==> config.mk <==
export PLATFORM = sky130hd
export DESIGN_NAME = header_trailer_frame_receiver
export DESIGN_NICKNAME = d
export VERILOG_FILES = /design/src/design/htfr_pkg.sv /design/src/design/header_trailer_frame_receiver.sv /design/src/design/htfr_engine.sv
export SDC_FILE = /design/constraint.sdc
export NUM_CORES = 1
export LEC_CHECK = 0
export ABC_CLOCK_PERIOD_IN_PS = 3300
export BUFFER_PORTS_ARGS = -buffer_cell sky130_fd_sc_hd__clkbuf_2
export CAP_MARGIN = 10
export CORE_ASPECT_RATIO = 1.5
export CORE_MARGIN = 1.5
export CORE_UTILIZATION = 50
export CTS_CLUSTER_DIAMETER = 40
export DETAILED_ROUTE_END_ITERATION = 7
export PLACE_DENSITY_LB_ADDON = 0.05
export SYNTH_ARGS = -nofsm -noshare
export SYNTH_HDL_FRONTEND = slang
export SYNTH_SLANG_ARGS = --single-unit
==> constraint.sdc <==
create_clock -name clock -period 3.3 [get_ports clock]
set_input_delay 0.33 -clock clock [delete_from_list [all_inputs] [get_ports clock]]
set_output_delay 0.33 -clock clock [all_outputs]
set_load 0.005 [all_outputs]
==> src/design/htfr_pkg.sv <==
// Shared types and constants for the header/trailer frame receiver.
`timescale 1ns / 1ps

package htfr_pkg;

   // Frame buffer depth; ends a frame when the count reaches it.
   localparam int BUF_DEPTH = 32768;
   localparam int ADDR_W    = 15;
   localparam int LEN_W     = 16;
   localparam int IDX_W     = 3;

   // Register indexes on the csr port.
   localparam logic [IDX_W-1:0] REG_HEADER_FIRST   = 3'd0;
   localparam logic [IDX_W-1:0] REG_HEADER_SECOND  = 3'd1;
   localparam logic [IDX_W-1:0] REG_TRAILER_FIRST  = 3'd2;
   localparam logic [IDX_W-1:0] REG_TRAILER_SECOND = 3'd3;
   localparam logic [IDX_W-1:0] REG_MAX_LENGTH     = 3'd4;

   // Reset values of the registers.
   localparam logic [7:0]       RST_HEADER_FIRST   = 8'h43;
   localparam logic [7:0]       RST_HEADER_SECOND  = 8'hC6;
   localparam logic [7:0]       RST_TRAILER_FIRST  = 8'hC5;
   localparam logic [7:0]       RST_TRAILER_SECOND = 8'hDB;
   localparam logic [LEN_W-1:0] RST_MAX_LENGTH     = 16'd24576;

   typedef struct packed {
      logic [7:0]       header_first;
      logic [7:0]       header_second;
      logic [7:0]       trailer_first;
      logic [7:0]       trailer_second;
      logic [LEN_W-1:0] max_length;
   } cfg_type;

   typedef struct packed {
      logic              write_valid;
      logic [ADDR_W-1:0] write_addr;
      logic [7:0]        write_data;
      logic              frame_done;
      logic              end_cause;
      logic [LEN_W-1:0]  frame_length;
   } result_type;

endpackage

==> src/design/header_trailer_frame_receiver.sv <==
// Top level of the header/trailer frame receiver.
`timescale 1ns / 1ps
//
// Usage:
//   req_*  : one received byte per word (req_rx_byte), valid/ready.
//   rsp_*  : one result word per byte: buffer write (valid, addr, data) and
//            the frame-done pulse with end cause and frame length.
//   csr_*  : write-only registers; index 0..4 = header_first, header_second,
//            trailer_first, trailer_second, max_length. Write while idle.
// Path: an accepted byte sits in the input register, and the phase
//   update writes its result into the result queue, which drives rsp_*.
// Throughput: one word per cycle while the result queue has room; the
//   phase/count update is a single compare-and-increment step, so
//   back-to-back bytes wait only on a full queue. Stall: a two-word result
//   queue keeps req_ready high while one result waits; req_ready drops only
//   when the queue is full and the input register holds a word.
// Reset: registers return to 0x43/0xC6/0xC5/0xDB/24576, the hunt restarts
//   at the first header byte, the byte count clears and all words in flight
//   are dropped.

module header_trailer_frame_receiver (
   input  logic                          clock,
   input  logic                          reset,
   input  logic                          req_valid,
   output logic                          req_ready,
   input  logic [7:0]                    req_rx_byte,
   output logic                          rsp_valid,
   input  logic                          rsp_ready,
   output logic                          rsp_write_valid,
   output logic [htfr_pkg::ADDR_W-1:0]   rsp_write_addr,
   output logic [7:0]                    rsp_write_data,
   output logic                          rsp_frame_done,
   output logic                          rsp_end_cause,
   output logic [htfr_pkg::LEN_W-1:0]    rsp_frame_length,
   input  logic                          csr_write_enable,
   input  logic [htfr_pkg::IDX_W-1:0]    csr_index,
   input  logic [htfr_pkg::LEN_W-1:0]    csr_write_data
);
   import htfr_pkg::*;

   cfg_type    cfg_ff, cfg_in;
   logic       in_valid_ff;
   logic [7:0] in_byte_ff;
   logic       advance;
   result_type res;

   // result queue, two words
   result_type q_ff [2];
   logic       q_head_ff, q_tail_ff;
   logic [1:0] q_count_ff;
   logic       pop;
   result_type q_out;

   // register file
   always_comb begin
      cfg_in = cfg_ff;
      if (csr_write_enable) begin
         unique case (csr_index)
            REG_HEADER_FIRST:   cfg_in.header_first   = csr_write_data[7:0];
            REG_HEADER_SECOND:  cfg_in.header_second  = csr_write_data[7:0];
            REG_TRAILER_FIRST:  cfg_in.trailer_first  = csr_write_data[7:0];
            REG_TRAILER_SECOND: cfg_in.trailer_second = csr_write_data[7:0];
            REG_MAX_LENGTH:     cfg_in.max_length     = csr_write_data;
            default:            cfg_in = cfg_ff;
         endcase
      end
   end

   always_ff @(posedge clock) begin
      if (reset) begin
         cfg_ff.header_first   <= RST_HEADER_FIRST;
         cfg_ff.header_second  <= RST_HEADER_SECOND;
         cfg_ff.trailer_first  <= RST_TRAILER_FIRST;
         cfg_ff.trailer_second <= RST_TRAILER_SECOND;
         cfg_ff.max_length     <= RST_MAX_LENGTH;
      end else begin
         cfg_ff <= cfg_in;
      end
   end

   // Input register; moves on whenever the queue has a free slot.
   assign advance   = in_valid_ff && (q_count_ff != 2'd2);
   assign req_ready = !in_valid_ff || advance;

   always_ff @(posedge clock) begin
      if (reset) begin
         in_valid_ff <= 1'b0;
      end else if (req_ready) begin
         in_valid_ff <= req_valid;
      end
   end

   always_ff @(posedge clock) begin
      if (req_valid && req_ready) begin
         in_byte_ff <= req_rx_byte;
      end
   end

   htfr_engine u_engine (
      .clock   (clock),
      .reset   (reset),
      .step    (advance),
      .rx_byte (in_byte_ff),
      .cfg     (cfg_ff),
      .res     (res)
   );

   // Result queue
   assign pop   = rsp_valid && rsp_ready;
   assign q_out = q_ff[q_head_ff];

   always_ff @(posedge clock) begin
      if (advance) begin
         q_ff[q_tail_ff] <= res;
      end
   end

   always_ff @(posedge clock) begin
      if (reset) begin
         q_head_ff  <= 1'b0;
         q_tail_ff  <= 1'b0;
         q_count_ff <= 2'd0;
      end else begin
         if (advance) q_tail_ff <= ~q_tail_ff;
         if (pop)     q_head_ff <= ~q_head_ff;
         if (advance && !pop) begin
            q_count_ff <= q_count_ff + 2'd1;
         end else if (pop && !advance) begin
            q_count_ff <= q_count_ff - 2'd1;
         end
      end
   end

   assign rsp_valid        = (q_count_ff != 2'd0);
   assign rsp_write_valid  = q_out.write_valid;
   assign rsp_write_addr   = q_out.write_addr;
   assign rsp_write_data   = q_out.write_data;
   assign rsp_frame_done   = q_out.frame_done;
   assign rsp_end_cause    = q_out.end_cause;
   assign rsp_frame_length = q_out.frame_length;

endmodule

==> src/design/htfr_engine.sv <==
// Match-phase state machine and byte counter of the frame receiver.
`timescale 1ns / 1ps

module htfr_engine (
   input  logic                clock,
   input  logic                reset,
   input  logic                step,
   input  logic [7:0]          rx_byte,
   input  htfr_pkg::cfg_type    cfg,
   output htfr_pkg::result_type res
);
   import htfr_pkg::*;

   // Phases: 0..5 header hunt, 6 waits for trailer_first, 7..11 trailer pairs.
   localparam logic [3:0] PH_HUNT       = 4'd0;
   localparam logic [3:0] PH_BODY       = 4'd6;
   localparam logic [3:0] PH_TRAIL_LAST = 4'd11;
   localparam logic [3:0] PH_UNUSED     = 4'd12;

   logic [3:0]        phase_ff, phase_in, ph;
   logic [ADDR_W-1:0] count_ff, count_in;
   logic [LEN_W-1:0]  n;
   logic [7:0]        want;
   logic              limit;

   always_comb begin
      ph        = (phase_ff >= PH_UNUSED) ? PH_HUNT : phase_ff;
      phase_in  = ph;
      count_in  = count_ff;
      res       = '0;
      n         = LEN_W'({1'b0, count_ff}) + LEN_W'(1);
      limit     = (n >= cfg.max_length) || (17'(n) >= 17'(BUF_DEPTH));
      if (ph < PH_BODY) begin
         want = ph[0] ? cfg.header_second : cfg.header_first;
         if (rx_byte == want) begin
            phase_in = ph + 4'd1;
         end else begin
            phase_in = PH_HUNT;
         end
      end else begin
         want             = ph[0] ? cfg.trailer_second : cfg.trailer_first;
         res.write_valid  = 1'b1;
         res.write_addr   = count_ff;
         res.write_data   = rx_byte;
         res.frame_length = n;
         if (limit) begin
            res.frame_done = 1'b1;
            res.end_cause  = 1'b1;
            count_in       = '0;
            phase_in       = PH_HUNT;
         end else begin
            count_in = n[ADDR_W-1:0];
            if (ph == PH_BODY) begin
               if (rx_byte == cfg.trailer_first) phase_in = PH_BODY + 4'd1;
            end else if (rx_byte != want) begin
               // mismatch: back to waiting, byte not re-checked
               phase_in = PH_BODY;
            end else if (ph == PH_TRAIL_LAST) begin
               res.frame_done = 1'b1;
               count_in       = '0;
               phase_in       = PH_HUNT;
            end else begin
               phase_in = ph + 4'd1;
            end
         end
      end
   end

   always_ff @(posedge clock) begin
      if (reset) begin
         phase_ff <= PH_HUNT;
         count_ff <= '0;
      end else if (step) begin
         phase_ff <= phase_in;
         count_ff <= count_in;
      end
   end

endmodule

==> run_results.csv, run 1 <==
group,metric,value,unit
synthesis,synth_sequential_area_ratio,55.7,%
synthesis,synth_edf_count,92,
timing,worst-slew-pin-transition,1.05,ns
route,viasPerCell,5.49,
setup_path,worst-r2r-cell-count,13,
power,clockPowerShare,38.3,%
finish,utilization,59.5,%
finish,syn2layout_area_growth,17.2,%
global_routing,global_route.overflow_total,0,
synthesis,async_flop_share,0,%
timing,tns,0,ns
die,start_util,50.8,%
clock_network,cts_buffers,17,
setup_path,worstSetupStartpoint,"u_engine.count_ff[3]",
setup_path,path_depth,13,
setup_path,crit-reg2reg-capture,"u_engine.count_ff[13]",
timing,rsz0062_at_grt,"no",
outcome,run_status,"completed",
synthesis,syn-cell-area,0.00759,mm²
power,comb_power_share,14.9,%
clock_network,post_cts.repair.setup_buffers,0,
setup_path,cp_num_buf_inv,2,
route,drt-total-wl,17600,µm
route,dr_drc_count,0,
synthesis,dominantRegCellSynth,"edfxtp_1",
timing,hold_violations,0,
clock_network,tritoncts,"built",
clock_network,hold_buffers,0,
synthesis,synth.net_count,750,
finish,post_route_cells_drive_above_1_share,24.3,%
timing,setup-violations-final,0,
power,sw_pwr,1.35,mW
power,vdd.ir_drop.worst,0.322,mV
power,internal_power_summed_over_all_cells,3.95,mW
die,ioPinCount,76,
job,cap_viol_max_count,0,
setup_path,critical_path.cell_chain,"and3_2 > nand3_2 > nor3_2 > xnor2_1 > inv_1 > ha_1 > and4_1 > nand2_1 > a2111oi_1 > a211oi_2 > buf_4 > a32oi_1 > nor2_1",
place,routabilityCongestion,0.930,
clock_network,clock-root-buffer,"clkbuf_16",
clock_network,clk_pin_slew_worst_paths,0.07,ns
setup_path,timing.reg2reg.setup_slack,0.17,ns
synthesis,total_of_flip_flops_plus_latches_after_synthesis,165,
synthesis,netlist-cell-type-count,54,
die,die_area,0.0159,mm²
route,drt-initial-drc-count,244,
synthesis,synth_area_per_cell,10.9,µm²
power,pwr-share-seq,46.7,%
finish,num-nets-final,833,
timing,maxClockFrequency,0.319,GHz
setup_path,critical-path-max-stage-delay,0.43,ns
synthesis,synth_cells,699,
finish,n_antenna_cell,0,
setup_path,critical_path.reg2reg.startpoint,"u_engine.count_ff[3]",
timing,timing.final.crit_share,95.0,%
die,dieWidth,104,µm
die,floorplan.core_area,0.0149,mm²
clock_network,worstSkewPairLatency,0.43,ns
clock_network,cts_max_path_buffers,2,
timing,worst_slew_margin_rel,29.9,%
timing,number_of_pins_exceeding_their_max_slew_limit_in_the_final_report,0,
place,portBuffers,75,
die,fp.dieH,154,µm
clock_network,cts-resized-gates,0,
global_routing,grt_usage,22.8,%
global_routing,grt_start_max_net_pins,43,
power,power_density,596,mW/mm²
setup_path,critPathMaxFanout,13,
hold_path,hold_path_class,"input port to register",
timing,clock_skew,0.0117,ns
global_routing,grt_pass1_wl,28100,µm
synthesis,dominant_cells_by_area_after_synthesis,"edfxtp_1 (36%), dfxtp_1 (19%), mux2_2 (6.2%)",
setup_path,arrival,3.45,ns
synthesis,synth.yosys.warnings,0,
die,fp-row-count,55,
synthesis,synthDominantCellAreaShare,36.4,%
route,drt_pre_antenna_iters,4,
setup_path,setup.worst_path.end_class,"register",
setup_path,cp_data_required_time,3.61,ns
setup_path,timing.critical_path.to,"u_engine.count_ff[13]",
place,post-dp-hpwl,12500,µm
power,cellLeakagePower,3.36,nW
global_routing,grt_antenna_before_repair,0,
route,ant_nets,0,
clock_network,ctsHtreeMaxLevel,4,
setup_path,crit_type,"register to register",
route,vias,5459,
global_routing,number_of_global_route_vias_before_repair,5594,
clock_network,clkSinkCount,165,
power,p_sw_share,25.6,%
hold_path,worst_hold_startpoint,"req_rx_byte[3]",
synthesis,yosysTopAreaCell,"edfxtp_1",
setup_path,worst_path_dominant_cell_family,"simple AND/OR/NAND/NOR gates",
setup_path,critPathLaunchType,"register",
timing,finalCriticalPeriod,3.13,ns
setup_path,crit_path_top_delay_cell,"a2111oi_1",
route,wire_per_inst,17.7,µm
## power by group through the flow
stage | registers, mW | clock network, mW | logic, mW
global route | 2.50 | 2.14 | 0.871
finish | 2.48 | 2.03 | 0.792
floorplan | 2.42 | 0 | 0.576
CTS | 2.48 | 2.05 | 0.806
global placement | 2.51 | 0 | 0.785
detailed placement | 2.52 | 0 | 0.800
## worst register-to-register path, stage by stage, from the launching register on
cell	delay [ns]
dfxtp_1	0.41
and3_2	0.27
nand3_2	0.18
nor3_2	0.25
xnor2_1	0.20
inv_1	0.09
ha_1	0.29
and4_1	0.21
nand2_1	0.08
a2111oi_1	0.43
a211oi_2	0.10
buf_4	0.22
a32oi_1	0.23
nor2_1	0.05
## worst min-delay path by stage
stage / depth (start not counted) / endpoint / slack [ns]
finish: 1 / in_byte_ff[3] / 0.07
global route: 1 / in_byte_ff[7] / 0.07
CTS: 1 / in_byte_ff[3] / 0.06
detailed placement: 2 / cfg_ff[1] / 0.45
global placement: 2 / cfg_ff[47] / 0.44
floorplan: 0 / in_byte_ff[0] / 0.43
## layer usage
metal / vias up / wire [µm] / GRT usage [%]
met1: 2645 / 6490 / 23.2
met4: 0 / 748 / 13.6
met2: 146 / 9810 / 43.8
li1: 2625 / - / -
met3: 43 / 590 / 2.88
met5: - / 0 / 0
## stage by stage
stage	area, µm²	hold slack, ns	setup WS [ns]	instances	total power, mW
floorplan	7590	0.429	0.265	699	3.00
global placement	8240	0.443	0.105	962	3.30
detailed placement	8240	0.448	0.0586	962	3.32
CTS	8840	0.0647	0.00926	994	5.34
global route	8890	0.0658	0.0223	994	5.50
finish	8890	0.0719	0.166	994	5.30
## layout by cell type, fill, tap and decap left out, types with 2 or more instances in the layout
cell type   instances
nor3_2              4
inv_6               2
xnor2_1            14
o21ai_0            10
a211oi_1            3
and3_1              3
clkinv_4            3
and2_1             30
ha_1               19
nand4_1             7
a21oi_1            37
bufinv_16           3
clkbuf_16          17
inv_1              33
nor3_1              4
mux2_2             42
nand3_2             2
dfxtp_1            70
and4_1              3
a211o_1             4
clkinv_1            2
mux2i_1            18
o211ai_1            8
nand2_1            95
clkinvlp_4          3
xor2_1             24
and3_2              2
buf_4              24
nand3_1            11
edfxtp_1           92
nor2b_1            10
nand3b_1           13
nor2_1             62
a32oi_1            11
o21a_1              2
dfxtp_2             3
clkbuf_2           75
## cells in the mapped netlist, drive strengths merged, types with 4 or more instances
master / number
inv: 34
a32oi: 11
nand3: 13
o211ai: 8
o21ai: 10
dfxtp: 73
mux2i: 18
mux2: 42
nand2: 96
and2: 30
a211o: 4
a211oi: 4
nor2b: 10
nor3: 8
nor2: 63
nand4: 7
nand3b: 13
ha: 19
edfxtp: 92
xnor2: 15
and3: 5
xor2: 24
clkbuf: 25
a21oi: 37
buf: 10
## registers in the layout, indices dropped and copies added, names as in the netlist, named ones only
| signal | cells |
|---|---|
| in_valid_ff | 1 |
| q_count_ff | 2 |
| u_engine.phase_ff | 4 |
| cfg_ff | 48 |
| in_byte_ff | 8 |
| q_ff | 84 |
| u_engine.count_ff | 15 |
| q_tail_ff | 1 |
| q_head_ff | 1 |
## cells by family (layout without fill, tap and decap cells)
group	Yosys count	count (layout)	synth area share, %
and+or+nand+nor	256	256	16.2
buffers and inverters	70	166	3.93
muxes	60	60	8.61
AOI/OAI and AO/OA	90	90	7.93
adders and majority gates	19	19	3.13
DFF	165	165	55.7
xor gates and xnor gates	39	39	4.50
## area by class of cell
class                           count  area (µm²)
Fill cell                        1306        6040
Sequential cell                   165        4230
Multi-Input combinational cell    464        3120
Timing Repair Buffer               99         556
Clock buffer                       18         429
Tap cell                          199         249
Clock inverter                     14         176
Inverter                           35         134
Note: power is estimated with default switching activity, not from simulation.
==> run 2, diff against run 1 <==
MAX_ROUTING_LAYER = met4   (was default)
==> run 2 against run 1 <==
  * Sequential cell count did not move
  * Sequential share of layout area is the same
  * Critical endpoint is now u_engine.phase_ff[1]
  * Clock-buffer cell count stayed put
  * Non-clock buffer count is the same
  * Critical path depth unchanged
==> run_results.csv, run 2 (same netlist as run 1, synthesis figures left out) <==
group,metric,value,unit
timing,finalHoldWorstSlack,0.0731,ns
power,vdd.ir_drop.worst,0.323,mV
finish,final_design_area_no_fill,0.00889,mm²
clock_network,cts_max_path_buffers,2,
route,drt_pre_antenna_iters,5,
finish,syn2layout_area_growth,17.2,%
setup_path,critPathLaunchType,"register",
hold_path,worst_hold_startpoint,"req_rx_byte[3]",
route,wire_per_inst,17.7,µm
finish,reg.largest.list,"q_ff x84, cfg_ff x48, u_engine.count_ff x15",
place,post-dp-hpwl,12500,µm
finish,commonest_cells_after_routing_fill_and_taps_aside,"nand2_1 (95), edfxtp_1 (92), clkbuf_2 (75), dfxtp_1 (70), nor2_1 (62)",
route,max_layer_used,"met4",
die,ioPinCount,76,
route,wirelength_met1,6510,µm
route,vias,5461,
timing,timing.final.crit_share,94.0,%
global_routing,number_of_global_route_vias_before_repair,5598,
finish,post_route_cells_drive_above_1_share,24.3,%
setup_path,crit_type,"register to register",
clock_network,hold_buffers,0,
finish,n_antenna_cell,0,
finish,n_fill_cell,1306,
route,dr_drc_count,0,
power,sw_pwr,1.35,mW
route,drt-initial-drc-count,268,
finish,largest_register_ffs,84,
finish,num-nets-final,833,
timing,number_of_pins_exceeding_their_max_slew_limit_in_the_final_report,0,
power,internal_power_summed_over_all_cells,3.94,mW
global_routing,grt_pass1_wl,28100,µm
timing,tns,0,ns
clock_network,cts_buffers,17,
setup_path,critPathMaxFanout,9,
setup_path,crit-reg2reg-capture,"u_engine.phase_ff[1]",
job,cap_viol_max_count,0,
die,fp.dieH,154,µm
setup_path,worst-r2r-cell-count,13,
timing,worst-slew-pin-transition,1.06,ns
timing,hold_violations,0,
place,pre_cts_ws,0.0586,ns
place,routabilityCongestion,0.946,
die,fp-row-count,55,
die,floorplan.core_area,0.0149,mm²
place,portBuffers,75,
power,cellLeakagePower,3.36,nW
power,power_density,596,mW/mm²
die,dieWidth,104,µm
timing,maxClockFrequency,0.322,GHz
power,p_total,5.30,mW
place,placement.cell_area,0.00824,mm²
clock_network,worstSkewPairLatency,0.43,ns
route,viasPerCell,5.49,
clock_network,clk_pin_slew_worst_paths,0.07,ns
power,clockPowerShare,38.3,%
power,pwr-share-seq,46.7,%
hold_path,min_delay_path_depth,1,
setup_path,setup.worst_path.end_class,"register",
hold_path,hold-path-endpoint,"in_byte_ff[3]",
timing,rsz0062_at_grt,"no",
global_routing,grt_usage,23.5,%
clock_network,clkSinkCount,165,
route,ant_nets,0,
timing,finalCriticalPeriod,3.10,ns
outcome,run_status,"completed",
global_routing,global_route.overflow_total,0,
route,dr_wl_met3,543,µm
clock_network,ctsHtreeMaxLevel,4,
global_routing,grt_start_max_net_pins,43,
setup_path,arrival,3.40,ns
finish,top_register,"q_ff",
die,die_area,0.0159,mm²
setup_path,cp_data_required_time,3.60,ns
power,p_sw_share,25.5,%
timing,setup-violations-final,0,
die,start_util,50.8,%
timing,worst_slew_margin_rel,29.6,%
power,comb_power_share,15.0,%
setup_path,critical_path.reg2reg.startpoint,"u_engine.count_ff[3]",
clock_network,tritoncts,"built",
route,routed-wl-met2,9680,µm
timing,final_critical_path_setup_slack,0.197,ns
clock_network,clock-root-buffer,"clkbuf_16",
setup_path,timing.reg2reg.setup_slack,0.20,ns
hold_path,hold_path_class,"input port to register",
route,drt-total-wl,17600,µm
timing,clock_skew,0.00942,ns
global_routing,grt_antenna_before_repair,0,
finish,final_common_cell,"nand2_1",
## run 2: cell counts in the layout (fill, tap and decap cells not counted)
Identical to the previous run, type by type.
## run 2: worst max-delay path by stage
stage,start,depth (start not counted),slack [ns],end
4_1_cts,u_engine.count_ff[7],13,0.009,u_engine.phase_ff[1]
3_5_place_dp,u_engine.count_ff[7],13,0.06,u_engine.phase_ff[1]
5_1_grt,u_engine.count_ff[1],13,0.02,u_engine.count_ff[13]
3_3_place_gp,u_engine.count_ff[7],13,0.10,u_engine.count_ff[5]
2_1_floorplan,u_engine.count_ff[2],13,0.26,q_ff[0][17]
6_report,u_engine.count_ff[3],13,0.20,u_engine.phase_ff[1]
## run 2: critical path, cell delays in order (launching register included)
cell and delay (ns):
dfxtp_1 0.40, and3_2 0.27, nand3_2 0.18, nor3_2 0.25
xnor2_1 0.20, inv_1 0.09, ha_1 0.29, and4_1 0.20
nand2_1 0.08, a2111oi_1 0.43, a211oi_2 0.10, buf_4 0.21
a32oi_1 0.20, a211oi_1 0.09
## run 2: per-layer routing
layer / GRT usage (%) / up-vias
met4: 13.6 / 0
met3: 2.88 / 50
met1: 23.2 / 2629
li1: - / 2620
met2: 43.8 / 162
met5: - / -
## run 2: what timing repair did
item                                   in CTS  in global routing
endpoints found under the hold margin       0                  0
buffers inserted                            0                  0
setup endpoints to repair                   0                 23
resized for setup                           0                 13
## run 2: layout make-up
type                       instances  area [µm²]  share of cell area [%]
multi-input combinational        464        3120                    35.1
sequential                       165        4230                    47.6
clock buffer                      18         429                    4.83
clock inverter                    14         176                    1.98
inverter                          35         134                    1.51
tap                              199         249                    2.80
timing repair buffer              99         556                    6.25
## run 2: per-stage QoR
| step | util (%) | instances |
|---|---|---|
| after floorplan | - | 699 |
| after global placement | 55.2 | 962 |
| after detailed placement | 55.2 | 962 |
| after CTS | 59.2 | 994 |
| after global routing | 59.5 | 994 |
| final | 59.5 | 994 |
## run 2: power by group through the flow
stage / registers, mW / logic, mW / clock network [mW]
finish: 2.47 / 0.794 / 2.03
global route: 2.50 / 0.871 / 2.14
floorplan: 2.42 / 0.576 / 0
global placement: 2.51 / 0.785 / 0
CTS: 2.48 / 0.806 / 2.05
detailed placement: 2.52 / 0.800 / 0
